<file path="src/rtl/core/dmpb_pkg.sv">
// ----------------------------------------------------------------------------
// dmpb_pkg
// Shared types and constants for the digest modulo partitioner / batcher.
// ----------------------------------------------------------------------------
package dmpb_pkg;

  // key geometry
  localparam int KEY_W       = 160;
  localparam int NIB_W       = 4;
  localparam int KEY_NIBBLES = 40;
  localparam int NIBCNT_W    = 6;

  // field widths
  localparam int PART_W = 6;
  localparam int CNT_W  = 16;
  localparam int PC_W   = 7;
  localparam int RED_W  = PART_W + NIB_W;

  // register reset values
  localparam logic [PC_W-1:0]  PC_RESET    = 7'd1;
  localparam logic [CNT_W-1:0] BATCH_RESET = 16'd1000;

  // input kinds
  localparam logic KIND_KEY    = 1'b0;
  localparam logic KIND_FINISH = 1'b1;

  // register indexes (word address bit 2)
  localparam logic REG_PART_COUNT     = 1'b0;
  localparam logic REG_BATCH_INTERVAL = 1'b1;

  typedef struct packed {
    logic        kind;
    logic [63:0] key_top;
    logic [63:0] key_middle;
    logic [31:0] key_bottom;
  } in_word_t;

  typedef struct packed {
    logic [PART_W-1:0] partition;
    logic              flush;
    logic [CNT_W-1:0]  batch_count;
    logic              last;
  } out_word_t;

  typedef enum logic [2:0] {
    ST_IDLE,
    ST_MOD,
    ST_KRD,
    ST_KUPD,
    ST_FRD,
    ST_FCHK,
    ST_FEND
  } state_t;

  // controller -> datapath
  typedef struct packed {
    logic load;
    logic mod_step;
    logic key_rd;
    logic key_upd;
    logic scan_rd;
    logic scan_chk;
    logic scan_end;
  } dp_cmd_t;

  // datapath -> controller
  typedef struct packed {
    logic mod_done;
    logic scan_done;
  } dp_stat_t;

endpackage

</file>
<file path="src/rtl/core/dmpb_regs.sv">
// ----------------------------------------------------------------------------
// dmpb_regs
// APB-style configuration registers: partition count and batch interval.
// ----------------------------------------------------------------------------
module dmpb_regs
  import dmpb_pkg::*;
(
  input  logic             clk,
  input  logic             rst_n,
  input  logic             psel,
  input  logic             penable,
  input  logic             pwrite,
  input  logic [2:0]       paddr,
  input  logic [31:0]      pwdata,
  output logic [31:0]      prdata,
  output logic             pready,
  output logic [PC_W-1:0]  partition_count,
  output logic [CNT_W-1:0] batch_interval
);

  logic [PC_W-1:0]  pc_r;
  logic [CNT_W-1:0] bi_r;
  logic             wr_en;

  assign pready = 1'b1;
  assign wr_en  = psel & penable & pwrite;

  // register write, word selected by address bit 2
  always_ff @(posedge clk) begin
    if (!rst_n) begin
      pc_r <= PC_RESET;
      bi_r <= BATCH_RESET;
    end else if (wr_en) begin
      unique case (paddr[2])
        REG_PART_COUNT:     pc_r <= pwdata[PC_W-1:0];
        REG_BATCH_INTERVAL: bi_r <= pwdata[CNT_W-1:0];
        default:            ;
      endcase
    end
  end

  // read mux
  always_comb begin
    unique case (paddr[2])
      REG_PART_COUNT:     prdata = 32'(pc_r);
      REG_BATCH_INTERVAL: prdata = 32'(bi_r);
      default:            prdata = '0;
    endcase
  end

  assign partition_count = pc_r;
  assign batch_interval  = bi_r;

endmodule

</file>
<file path="src/rtl/core/dmpb_ctrl.sv">
// ----------------------------------------------------------------------------
// dmpb_ctrl
// Sequencer: nibble reduction, counter update, and the finish scan.
// ----------------------------------------------------------------------------
module dmpb_ctrl
  import dmpb_pkg::*;
(
  input  logic     clk,
  input  logic     rst_n,
  input  logic     start,
  input  logic     kind,
  input  dp_stat_t stat,
  output dp_cmd_t  cmd,
  output logic     busy
);

  state_t state_r, state_nxt;

  always_ff @(posedge clk) begin
    if (!rst_n) begin
      state_r <= ST_IDLE;
    end else begin
      state_r <= state_nxt;
    end
  end

  // next state
  always_comb begin
    state_nxt = state_r;
    unique case (state_r)
      ST_IDLE: begin
        if (start) begin
          state_nxt = (kind == KIND_FINISH) ? ST_FRD : ST_MOD;
        end
      end
      ST_MOD: begin
        if (stat.mod_done) begin
          state_nxt = ST_KRD;
        end
      end
      ST_KRD:  state_nxt = ST_KUPD;
      ST_KUPD: state_nxt = ST_IDLE;
      ST_FRD:  state_nxt = ST_FCHK;
      ST_FCHK: state_nxt = stat.scan_done ? ST_FEND : ST_FRD;
      ST_FEND: state_nxt = ST_IDLE;
      default: state_nxt = ST_IDLE;
    endcase
  end

  // outputs
  always_comb begin
    cmd  = '0;
    busy = 1'b1;
    unique case (state_r)
      ST_IDLE: begin
        busy     = 1'b0;
        cmd.load = start;
      end
      ST_MOD:  cmd.mod_step = 1'b1;
      ST_KRD:  cmd.key_rd   = 1'b1;
      ST_KUPD: cmd.key_upd  = 1'b1;
      ST_FRD:  cmd.scan_rd  = 1'b1;
      ST_FCHK: cmd.scan_chk = 1'b1;
      ST_FEND: cmd.scan_end = 1'b1;
      default: ;
    endcase
  end

endmodule

</file>
<file path="src/rtl/core/dmpb_dp.sv">
// ----------------------------------------------------------------------------
// dmpb_dp
// Datapath: key shifter, nibble-serial remainder, counter memory with
// valid bits, finish scan with one-result lookahead, and the output word.
// ----------------------------------------------------------------------------
module dmpb_dp
  import dmpb_pkg::*;
#(
  parameter int MAX_PARTITIONS = 64
)
(
  input  logic             clk,
  input  logic             rst_n,
  input  dp_cmd_t          cmd,
  input  in_word_t         in_word,
  input  logic [PC_W-1:0]  partition_count,
  input  logic [CNT_W-1:0] batch_interval,
  output dp_stat_t         stat,
  output logic             out_valid,
  output out_word_t        out_word
);

  localparam int PIDX_W = (MAX_PARTITIONS > 1) ? $clog2(MAX_PARTITIONS) : 1;
  localparam logic [PC_W-1:0]     PC_MAX   = PC_W'(MAX_PARTITIONS);
  localparam logic [PIDX_W-1:0]   SCAN_END = PIDX_W'(MAX_PARTITIONS - 1);
  localparam logic [NIBCNT_W-1:0] NIB_END  = NIBCNT_W'(KEY_NIBBLES - 1);

  // key and remainder
  logic [KEY_W-1:0]    key_r;
  logic [NIBCNT_W-1:0] nib_cnt_r;
  logic [PART_W-1:0]   rem_r;
  logic [PC_W-1:0]     div;
  logic [RED_W-1:0]    dv, x0, x1, x2, x3, x4;

  // counter store
  logic [CNT_W-1:0]          mem_r [MAX_PARTITIONS];
  logic [MAX_PARTITIONS-1:0] valid_r;
  logic [CNT_W-1:0]          rd_data_r;
  logic [PIDX_W-1:0]         rem_idx;
  logic [PIDX_W-1:0]         rd_addr;
  logic [CNT_W-1:0]          cnt_old, cnt_inc;
  logic                      key_flush;

  // finish scan
  logic [PIDX_W-1:0] scan_r;
  logic              pend_valid_r;
  logic [PART_W-1:0] pend_part_r;
  logic [CNT_W-1:0]  pend_cnt_r;
  logic              scan_hit;

  // output
  logic      out_valid_r, out_valid_nxt;
  out_word_t out_word_r, out_word_nxt;

  // effective divisor: zero acts as one, saturate at the store depth
  always_comb begin
    if (partition_count == '0) begin
      div = PC_W'(1);
    end else if (partition_count > PC_MAX) begin
      div = PC_MAX;
    end else begin
      div = partition_count;
    end
  end

  // one nibble step: (rem*16 + nib) < 16*div, four conditional subtracts
  assign dv = RED_W'(div);
  assign x0 = {rem_r, key_r[KEY_W-1 -: NIB_W]};
  assign x1 = (x0 >= (dv << 3)) ? x0 - (dv << 3) : x0;
  assign x2 = (x1 >= (dv << 2)) ? x1 - (dv << 2) : x1;
  assign x3 = (x2 >= (dv << 1)) ? x2 - (dv << 1) : x2;
  assign x4 = (x3 >= dv)        ? x3 - dv        : x3;

  always_ff @(posedge clk) begin
    if (cmd.load) begin
      key_r     <= {in_word.key_top, in_word.key_middle, in_word.key_bottom};
      rem_r     <= '0;
      nib_cnt_r <= '0;
    end else if (cmd.mod_step) begin
      key_r     <= key_r << NIB_W;
      rem_r     <= x4[PART_W-1:0];
      nib_cnt_r <= nib_cnt_r + NIBCNT_W'(1);
    end
  end

  assign stat.mod_done  = (nib_cnt_r == NIB_END);
  assign stat.scan_done = (scan_r == SCAN_END);

  // single read port, registered data
  assign rem_idx = rem_r[PIDX_W-1:0];
  assign rd_addr = cmd.scan_rd ? scan_r : rem_idx;

  always_ff @(posedge clk) begin
    if (cmd.key_rd || cmd.scan_rd) begin
      rd_data_r <= mem_r[rd_addr];
    end
    if (cmd.key_upd) begin
      mem_r[rem_idx] <= cnt_inc;
    end
  end

  // key update: invalid entry reads as zero
  assign cnt_old   = valid_r[rem_idx] ? rd_data_r : '0;
  assign cnt_inc   = cnt_old + CNT_W'(1);
  assign key_flush = (cnt_inc >= batch_interval);
  assign scan_hit  = valid_r[scan_r];

  // valid bit set means a nonzero count is stored
  always_ff @(posedge clk) begin
    if (!rst_n) begin
      valid_r <= '0;
    end else if (cmd.key_upd) begin
      valid_r[rem_idx] <= ~key_flush & (cnt_inc != '0);
    end else if (cmd.scan_chk) begin
      valid_r[scan_r] <= 1'b0;
    end
  end

  // scan index and pending flush (held back so last can be marked)
  always_ff @(posedge clk) begin
    if (!rst_n) begin
      scan_r       <= '0;
      pend_valid_r <= 1'b0;
    end else if (cmd.load) begin
      scan_r       <= '0;
      pend_valid_r <= 1'b0;
    end else if (cmd.scan_chk) begin
      if (!stat.scan_done) begin
        scan_r <= scan_r + PIDX_W'(1);
      end
      if (scan_hit) begin
        pend_valid_r <= 1'b1;
      end
    end
  end

  always_ff @(posedge clk) begin
    if (cmd.scan_chk && scan_hit) begin
      pend_part_r <= PART_W'(scan_r);
      pend_cnt_r  <= rd_data_r;
    end
  end

  // result word
  always_comb begin
    out_valid_nxt = 1'b0;
    out_word_nxt  = out_word_r;
    if (cmd.key_upd) begin
      out_valid_nxt            = 1'b1;
      out_word_nxt.partition   = rem_r;
      out_word_nxt.flush       = key_flush;
      out_word_nxt.batch_count = cnt_inc;
      out_word_nxt.last        = 1'b1;
    end else if (cmd.scan_chk) begin
      out_valid_nxt            = scan_hit & pend_valid_r;
      out_word_nxt.partition   = pend_part_r;
      out_word_nxt.flush       = 1'b1;
      out_word_nxt.batch_count = pend_cnt_r;
      out_word_nxt.last        = 1'b0;
    end else if (cmd.scan_end) begin
      out_valid_nxt            = 1'b1;
      out_word_nxt.partition   = pend_valid_r ? pend_part_r : '0;
      out_word_nxt.flush       = pend_valid_r;
      out_word_nxt.batch_count = pend_valid_r ? pend_cnt_r : '0;
      out_word_nxt.last        = 1'b1;
    end
  end

  always_ff @(posedge clk) begin
    if (!rst_n) begin
      out_valid_r <= 1'b0;
    end else begin
      out_valid_r <= out_valid_nxt;
    end
  end

  always_ff @(posedge clk) begin
    out_word_r <= out_word_nxt;
  end

  assign out_valid = out_valid_r;
  assign out_word  = out_word_r;

endmodule

</file>
<file path="src/rtl/core/digest_mod_partitioner_batcher.sv">
// ----------------------------------------------------------------------------
// digest_mod_partitioner_batcher
// Maps 160-bit digest keys to partitions and keeps per-partition batch counts.
// ----------------------------------------------------------------------------
// A key word is taken when start is high and busy low. Its partition is
// the key modulo the partition count, reduced one nibble per cycle, then
// the partition counter is read and updated through a single-port counter
// memory in a read step and an update step; the one result appears in the
// first cycle with busy low, when the next word may already be started.
// A finish word scans all MAX_PARTITIONS counters, each in a read step and
// then a check step, followed by a closing step. Flush results come from
// the check steps, except that the final one comes from the closing step
// and may directly follow the one before it. Results are strobed by out_valid
// for one cycle and cannot be stalled. Counters are valid-bit tracked, so no
// clearing pass follows reset.
module digest_mod_partitioner_batcher
  import dmpb_pkg::*;
#(
  parameter int MAX_PARTITIONS = 64
)
(
  input  logic      clk,
  input  logic      rst_n,
  // input channel
  input  logic      start,
  output logic      busy,
  input  in_word_t  in_word,
  // result channel
  output logic      out_valid,
  output out_word_t out_word,
  // configuration
  input  logic      psel,
  input  logic      penable,
  input  logic      pwrite,
  input  logic [2:0]  paddr,
  input  logic [31:0] pwdata,
  output logic [31:0] prdata,
  output logic      pready
);

  logic [PC_W-1:0]  partition_count;
  logic [CNT_W-1:0] batch_interval;
  dp_cmd_t          cmd;
  dp_stat_t         stat;

  dmpb_regs u_regs (
    .clk             (clk),
    .rst_n           (rst_n),
    .psel            (psel),
    .penable         (penable),
    .pwrite          (pwrite),
    .paddr           (paddr),
    .pwdata          (pwdata),
    .prdata          (prdata),
    .pready          (pready),
    .partition_count (partition_count),
    .batch_interval  (batch_interval)
  );

  dmpb_ctrl u_ctrl (
    .clk   (clk),
    .rst_n (rst_n),
    .start (start),
    .kind  (in_word.kind),
    .stat  (stat),
    .cmd   (cmd),
    .busy  (busy)
  );

  dmpb_dp #(
    .MAX_PARTITIONS (MAX_PARTITIONS)
  ) u_dp (
    .clk             (clk),
    .rst_n           (rst_n),
    .cmd             (cmd),
    .in_word         (in_word),
    .partition_count (partition_count),
    .batch_interval  (batch_interval),
    .stat            (stat),
    .out_valid       (out_valid),
    .out_word        (out_word)
  );

endmodule

</file>
<file path="config.mk">
export PLATFORM = sky130hd
export DESIGN_NAME = digest_mod_partitioner_batcher
export DESIGN_NICKNAME = d
export VERILOG_FILES = /design/src/rtl/core/dmpb_pkg.sv /design/src/rtl/core/dmpb_regs.sv /design/src/rtl/core/dmpb_ctrl.sv /design/src/rtl/core/dmpb_dp.sv /design/src/rtl/core/digest_mod_partitioner_batcher.sv
export SDC_FILE = /design/constraint.sdc
export NUM_CORES = 2
export LEC_CHECK = 0
export BUFFER_PORTS_ARGS = -buffer_cell sky130_fd_sc_hd__buf_2
export CAP_MARGIN = 40
export CELL_PAD_IN_SITES_DETAIL_PLACEMENT = 1
export CELL_PAD_IN_SITES_GLOBAL_PLACEMENT = 1
export CORE_AREA = 4 4 363 365
export CTS_CLUSTER_SIZE = 14
export DETAILED_ROUTE_END_ITERATION = 16
export DIE_AREA = 0 0 367 369
export PLACE_DENSITY_LB_ADDON = 0.1
export SLEW_MARGIN = 20
export SYNTH_ARGS = -nofsm -noshare
export SYNTH_HDL_FRONTEND = slang
export SYNTH_SLANG_ARGS = --single-unit
</file>
<file path="constraint.sdc">
create_clock -name clk -period 6.9 [get_ports clk]
set_input_delay 0.69 -clock clk [delete_from_list [all_inputs] [get_ports clk]]
set_output_delay 0.69 -clock clk [all_outputs]
set_load 0.01 [all_outputs]
</file>
==> results_dict.tcl <==
set metrics [dict create \
    dr_total_vias 39300 \
    wl_per_cell_um 25.9 \
    die_height_um 369 \
    overflow 0 \
    finalMaxSlewViolations 0 \
    synth_area_leader_cell "edfxtp_1" \
    rsz0062_at_grt "true" \
    critical_path_class "register to register" \
    netlist_instances 4475 \
    reg2reg_from "u_regs.partition_count[3]" \
    fin_ws_ns -0.245 \
    hold_slack_ns 0.158 \
    coreArea_mm2 0.129 \
    via_per_inst 5.95 \
    ys_seq_elements 1356 \
    yosysSeqAreaShare 0.674 \
    antenna_found_initial 14 \
    clk_latency_ns 0.78 \
    p_per_area_mw_per_mm2 435 \
    preCtsSetupSlack_ns -0.444 \
    internal_power_mw 19.7 \
    yosysTopAreaCellShare 0.636 \
    critPathMaxFanout 8 \
    ir_drop_mv 0.833 \
    dp_hpwl_um 104000 \
    switching_share 0.344 \
    synth_top_flop_cell "edfxtp_1" \
    io_buffers 225 \
    pwr-share-clk 0.259 \
    max_freq_mhz 140 \
    startpoint_type "register" \
    cp_common_cell "a21oi_2" \
    htree_levels 4 \
    grt_pass1_wl_um 256000 \
    timing_hold_violations_final 0 \
    path_clk_slew_ns 0.06 \
    clock-root-buffer "clkbuf_16" \
    wl_um 171000 \
    p_leak_nw 23.8 \
    max_slew_margin 0.403 \
    drcViolationCount 0 \
    die_area_mm2 0.135 \
    cap_violations 0 \
    rr_worst_depth 34 \
    min_to "u_regs.batch_interval[9]" \
    antenna_left 0 \
    fp-row-count 132 \
    ios 261 \
    grt_max_degree 143 \
    rr_endpoint "u_dp.rem_idx[5]" \
    cts_buffers 149 \
    violations "setup timing" \
    die_w_um 367 \
    final_cell_count_no_fill 6605 \
    crit_path_end_kind "register" \
    synthArstFlopShare 0 \
    synth-warning-count 0 \
    min_path_cells 3 \
    cp_data_arrival_time_ns 7.83 \
    dp.cells 6271 \
    critPathRequiredTime_ns 7.58 \
    clkSinkCount 1356 \
    final_common_cell "edfxtp_1" \
    tightest_slew_ns 0.896 \
    cts_tree "built" \
    synth.distinct_cells 71 \
    synth.avg_cell_area_um2 13.1 \
    gp_congestion 0.844 \
    p_seq_frac 0.336 \
    start_util 0.456 \
    power_frac_comb 0.405 \
    setup_viol 6 \
    drive_gt1_frac 0.214 \
    min-delay-start "pwdata[9]" \
    regToRegSetupSlack_ns -0.25 \
    dr.first_iter.drc_count 3077 \
    clockBufferDepth 3 \
    syn_area_mm2 0.0587 \
    ctsHoldBuffers 0 \
    fillers 12800 \
    synth-edff-count 1245 \
    fin_skew_ns 0.0400 \
    cpPeakStageDelay_ns 0.38 \
    min_path_type "primary input to register" \
    status "complete, but fails checks" \
    grt_pass1_vias 40900 \
    nets 5058 \
    layout_common_cells "1245 x edfxtp_1, 722 x nand2_1, 372 x a211oi_1" \
    worst_path_max_delay_cell "o31a_1" \
    min_period_over_period 1.04 \
    areaGrowthSynthToFinish_pct 17.5 \
    drtPass1Iterations 5 \
    power.switching_mw 10.3 \
    grt_use_total 0.248 \
    netlist_top_cells_area "edfxtp_1 64%, a211oi_1 4.8%, nand2_1 4.7%, dfxtp_1 3.8%, mux2_2 3.4%" \
    min_period_ns 7.15 \
]
## layer usage
metal / vias to the layer above / share of wire / global-route usage
met1: 20300 / 0.43 / 0.332
met2: 1046 / 0.48 / 0.404
li1: 17700 / - / -
met4: 14 / 0.035 / 0.0911
met3: 280 / 0.054 / 0.0471
met5: - / 0.00055 / 0
## state kept, by name, indices dropped and copies added, names as in the netlist
register / count
u_dp.scan_r: 6
u_dp.mem_r: 1024
u_dp.out_word: 24
u_dp.pend_cnt_r: 16
u_dp.pend_part_r: 6
u_ctrl.state_r: 3
u_dp.valid_r: 64
u_dp.rem_idx: 6
u_dp.nib_cnt_r: 6
u_regs.partition_count: 7
u_dp.rd_data_r: 16
u_dp.out_valid: 1
u_dp.key_r: 160
u_dp.pend_valid_r: 1
u_regs.batch_interval: 16
## how the worst max path moves through the flow
stage / slack (ns) / start / to / cells after the start
3_5_place_dp: -0.44 / u_regs.partition_count[1] / u_dp.rem_idx[5] / 35
5_1_grt: -0.57 / u_regs.partition_count[3] / u_dp.rem_idx[5] / 35
4_1_cts: -0.12 / u_regs.partition_count[3] / u_dp.rem_idx[0] / 33
6_report: -0.25 / u_regs.partition_count[3] / u_dp.rem_idx[5] / 34
3_3_place_gp: -0.30 / u_regs.partition_count[1] / u_dp.rem_idx[5] / 35
2_1_floorplan: 0.008 / u_regs.partition_count[6] / u_dp.rem_idx[5] / 33
## power groups by stage
stage | Sequential [mW] | Combinational (mW) | Clock (mW)
after global routing | 10.1 | 13.2 | 8.31
final | 10.1 | 12.2 | 7.77
after detailed placement | 10.3 | 10.6 | 0
after CTS | 10.1 | 11.5 | 7.95
after global placement | 10.3 | 10.3 | 0
after floorplan | 10.2 | 6.61 | 0
## logic make-up (layout without fill, tap and decap cells)
family / Yosys count / in the layout / share of synthesized area
DFF: 1356 / 1356 / 0.674
and+or+nand+nor: 1238 / 1238 / 0.0971
buffers and inverters: 443 / 873 / 0.0318
AOI/OAI and AO/OA: 1136 / 1136 / 0.137
adders and majority gates: 52 / 52 / 0.0116
xor gates and xnor gates: 37 / 37 / 0.00552
other: 2 / 27 / 0.000128
muxes: 211 / 211 / 0.0426
## timing repair
action | in CTS | in global routing
pin swaps | 29 | 19
buffers inserted | 28 | 8
gates resized for setup | 31 | 35
endpoints found under the hold margin | 0 | 0
endpoints found under the setup margin | 6 | 6
## through the flow
stage / instance area (µm²) / util / setup TNS, ns / total power, mW
2_1_floorplan: 58900 / - / 0 / 16.8
3_3_place_gp: 62300 / 0.484 / -1.59 / 20.6
3_5_place_dp: 63300 / 0.491 / -2.38 / 20.9
4_1_cts: 68400 / 0.531 / -0.436 / 29.5
5_1_grt: 69000 / 0.535 / -2.92 / 31.6
6_report: 69000 / 0.536 / -0.903 / 30.0
## synthesized netlist by cell type, types with 14 or more instances
| cell | instances |
|---|---|
| a31oi_1 | 133 |
| a22o_1 | 19 |
| a211oi_1 | 372 |
| mux2_2 | 175 |
| o22ai_2 | 44 |
| mux2i_1 | 24 |
| ha_1 | 48 |
| buf_2 | 48 |
| nor3_1 | 36 |
| nand4_1 | 19 |
| inv_1 | 103 |
| and3_1 | 14 |
| buf_4 | 20 |
| a21oi_1 | 267 |
| a311oi_1 | 128 |
| edfxtp_1 | 1245 |
| dfxtp_1 | 111 |
| nor2_1 | 93 |
| a21o_1 | 18 |
| nand3_1 | 23 |
| nand2_1 | 731 |
| a21boi_0 | 17 |
| buf_1 | 42 |
| o21ai_0 | 34 |
| xnor2_1 | 22 |
| o22ai_1 | 26 |
| and2_1 | 254 |
| xor2_1 | 15 |
| clkbuf_1 | 221 |
| a22oi_1 | 21 |
## worst max-delay path, delay by kind of cell (launching register included)
kind                       cells  cell delay (ns)
and+or+nand+nor                5             0.77
DFF                            1             0.36
AOI/OAI and AO/OA             19             3.63
muxes                          3             0.63
adders and majority gates      4             1.10
buffers and inverters          3             0.57
## area by class of cell
cell class	instances	area, µm²	share of cell area
multi-input combinational	2691	18000	0.261
clock inverter	70	642	0.00930
tap	1675	2100	0.0304
timing repair buffer	503	4100	0.0593
sequential	1356	39600	0.574
clock buffer	197	4100	0.0593
antenna	10	25.0	0.000363
inverter	103	394	0.00571
Power figures use the tool's default switching activity.
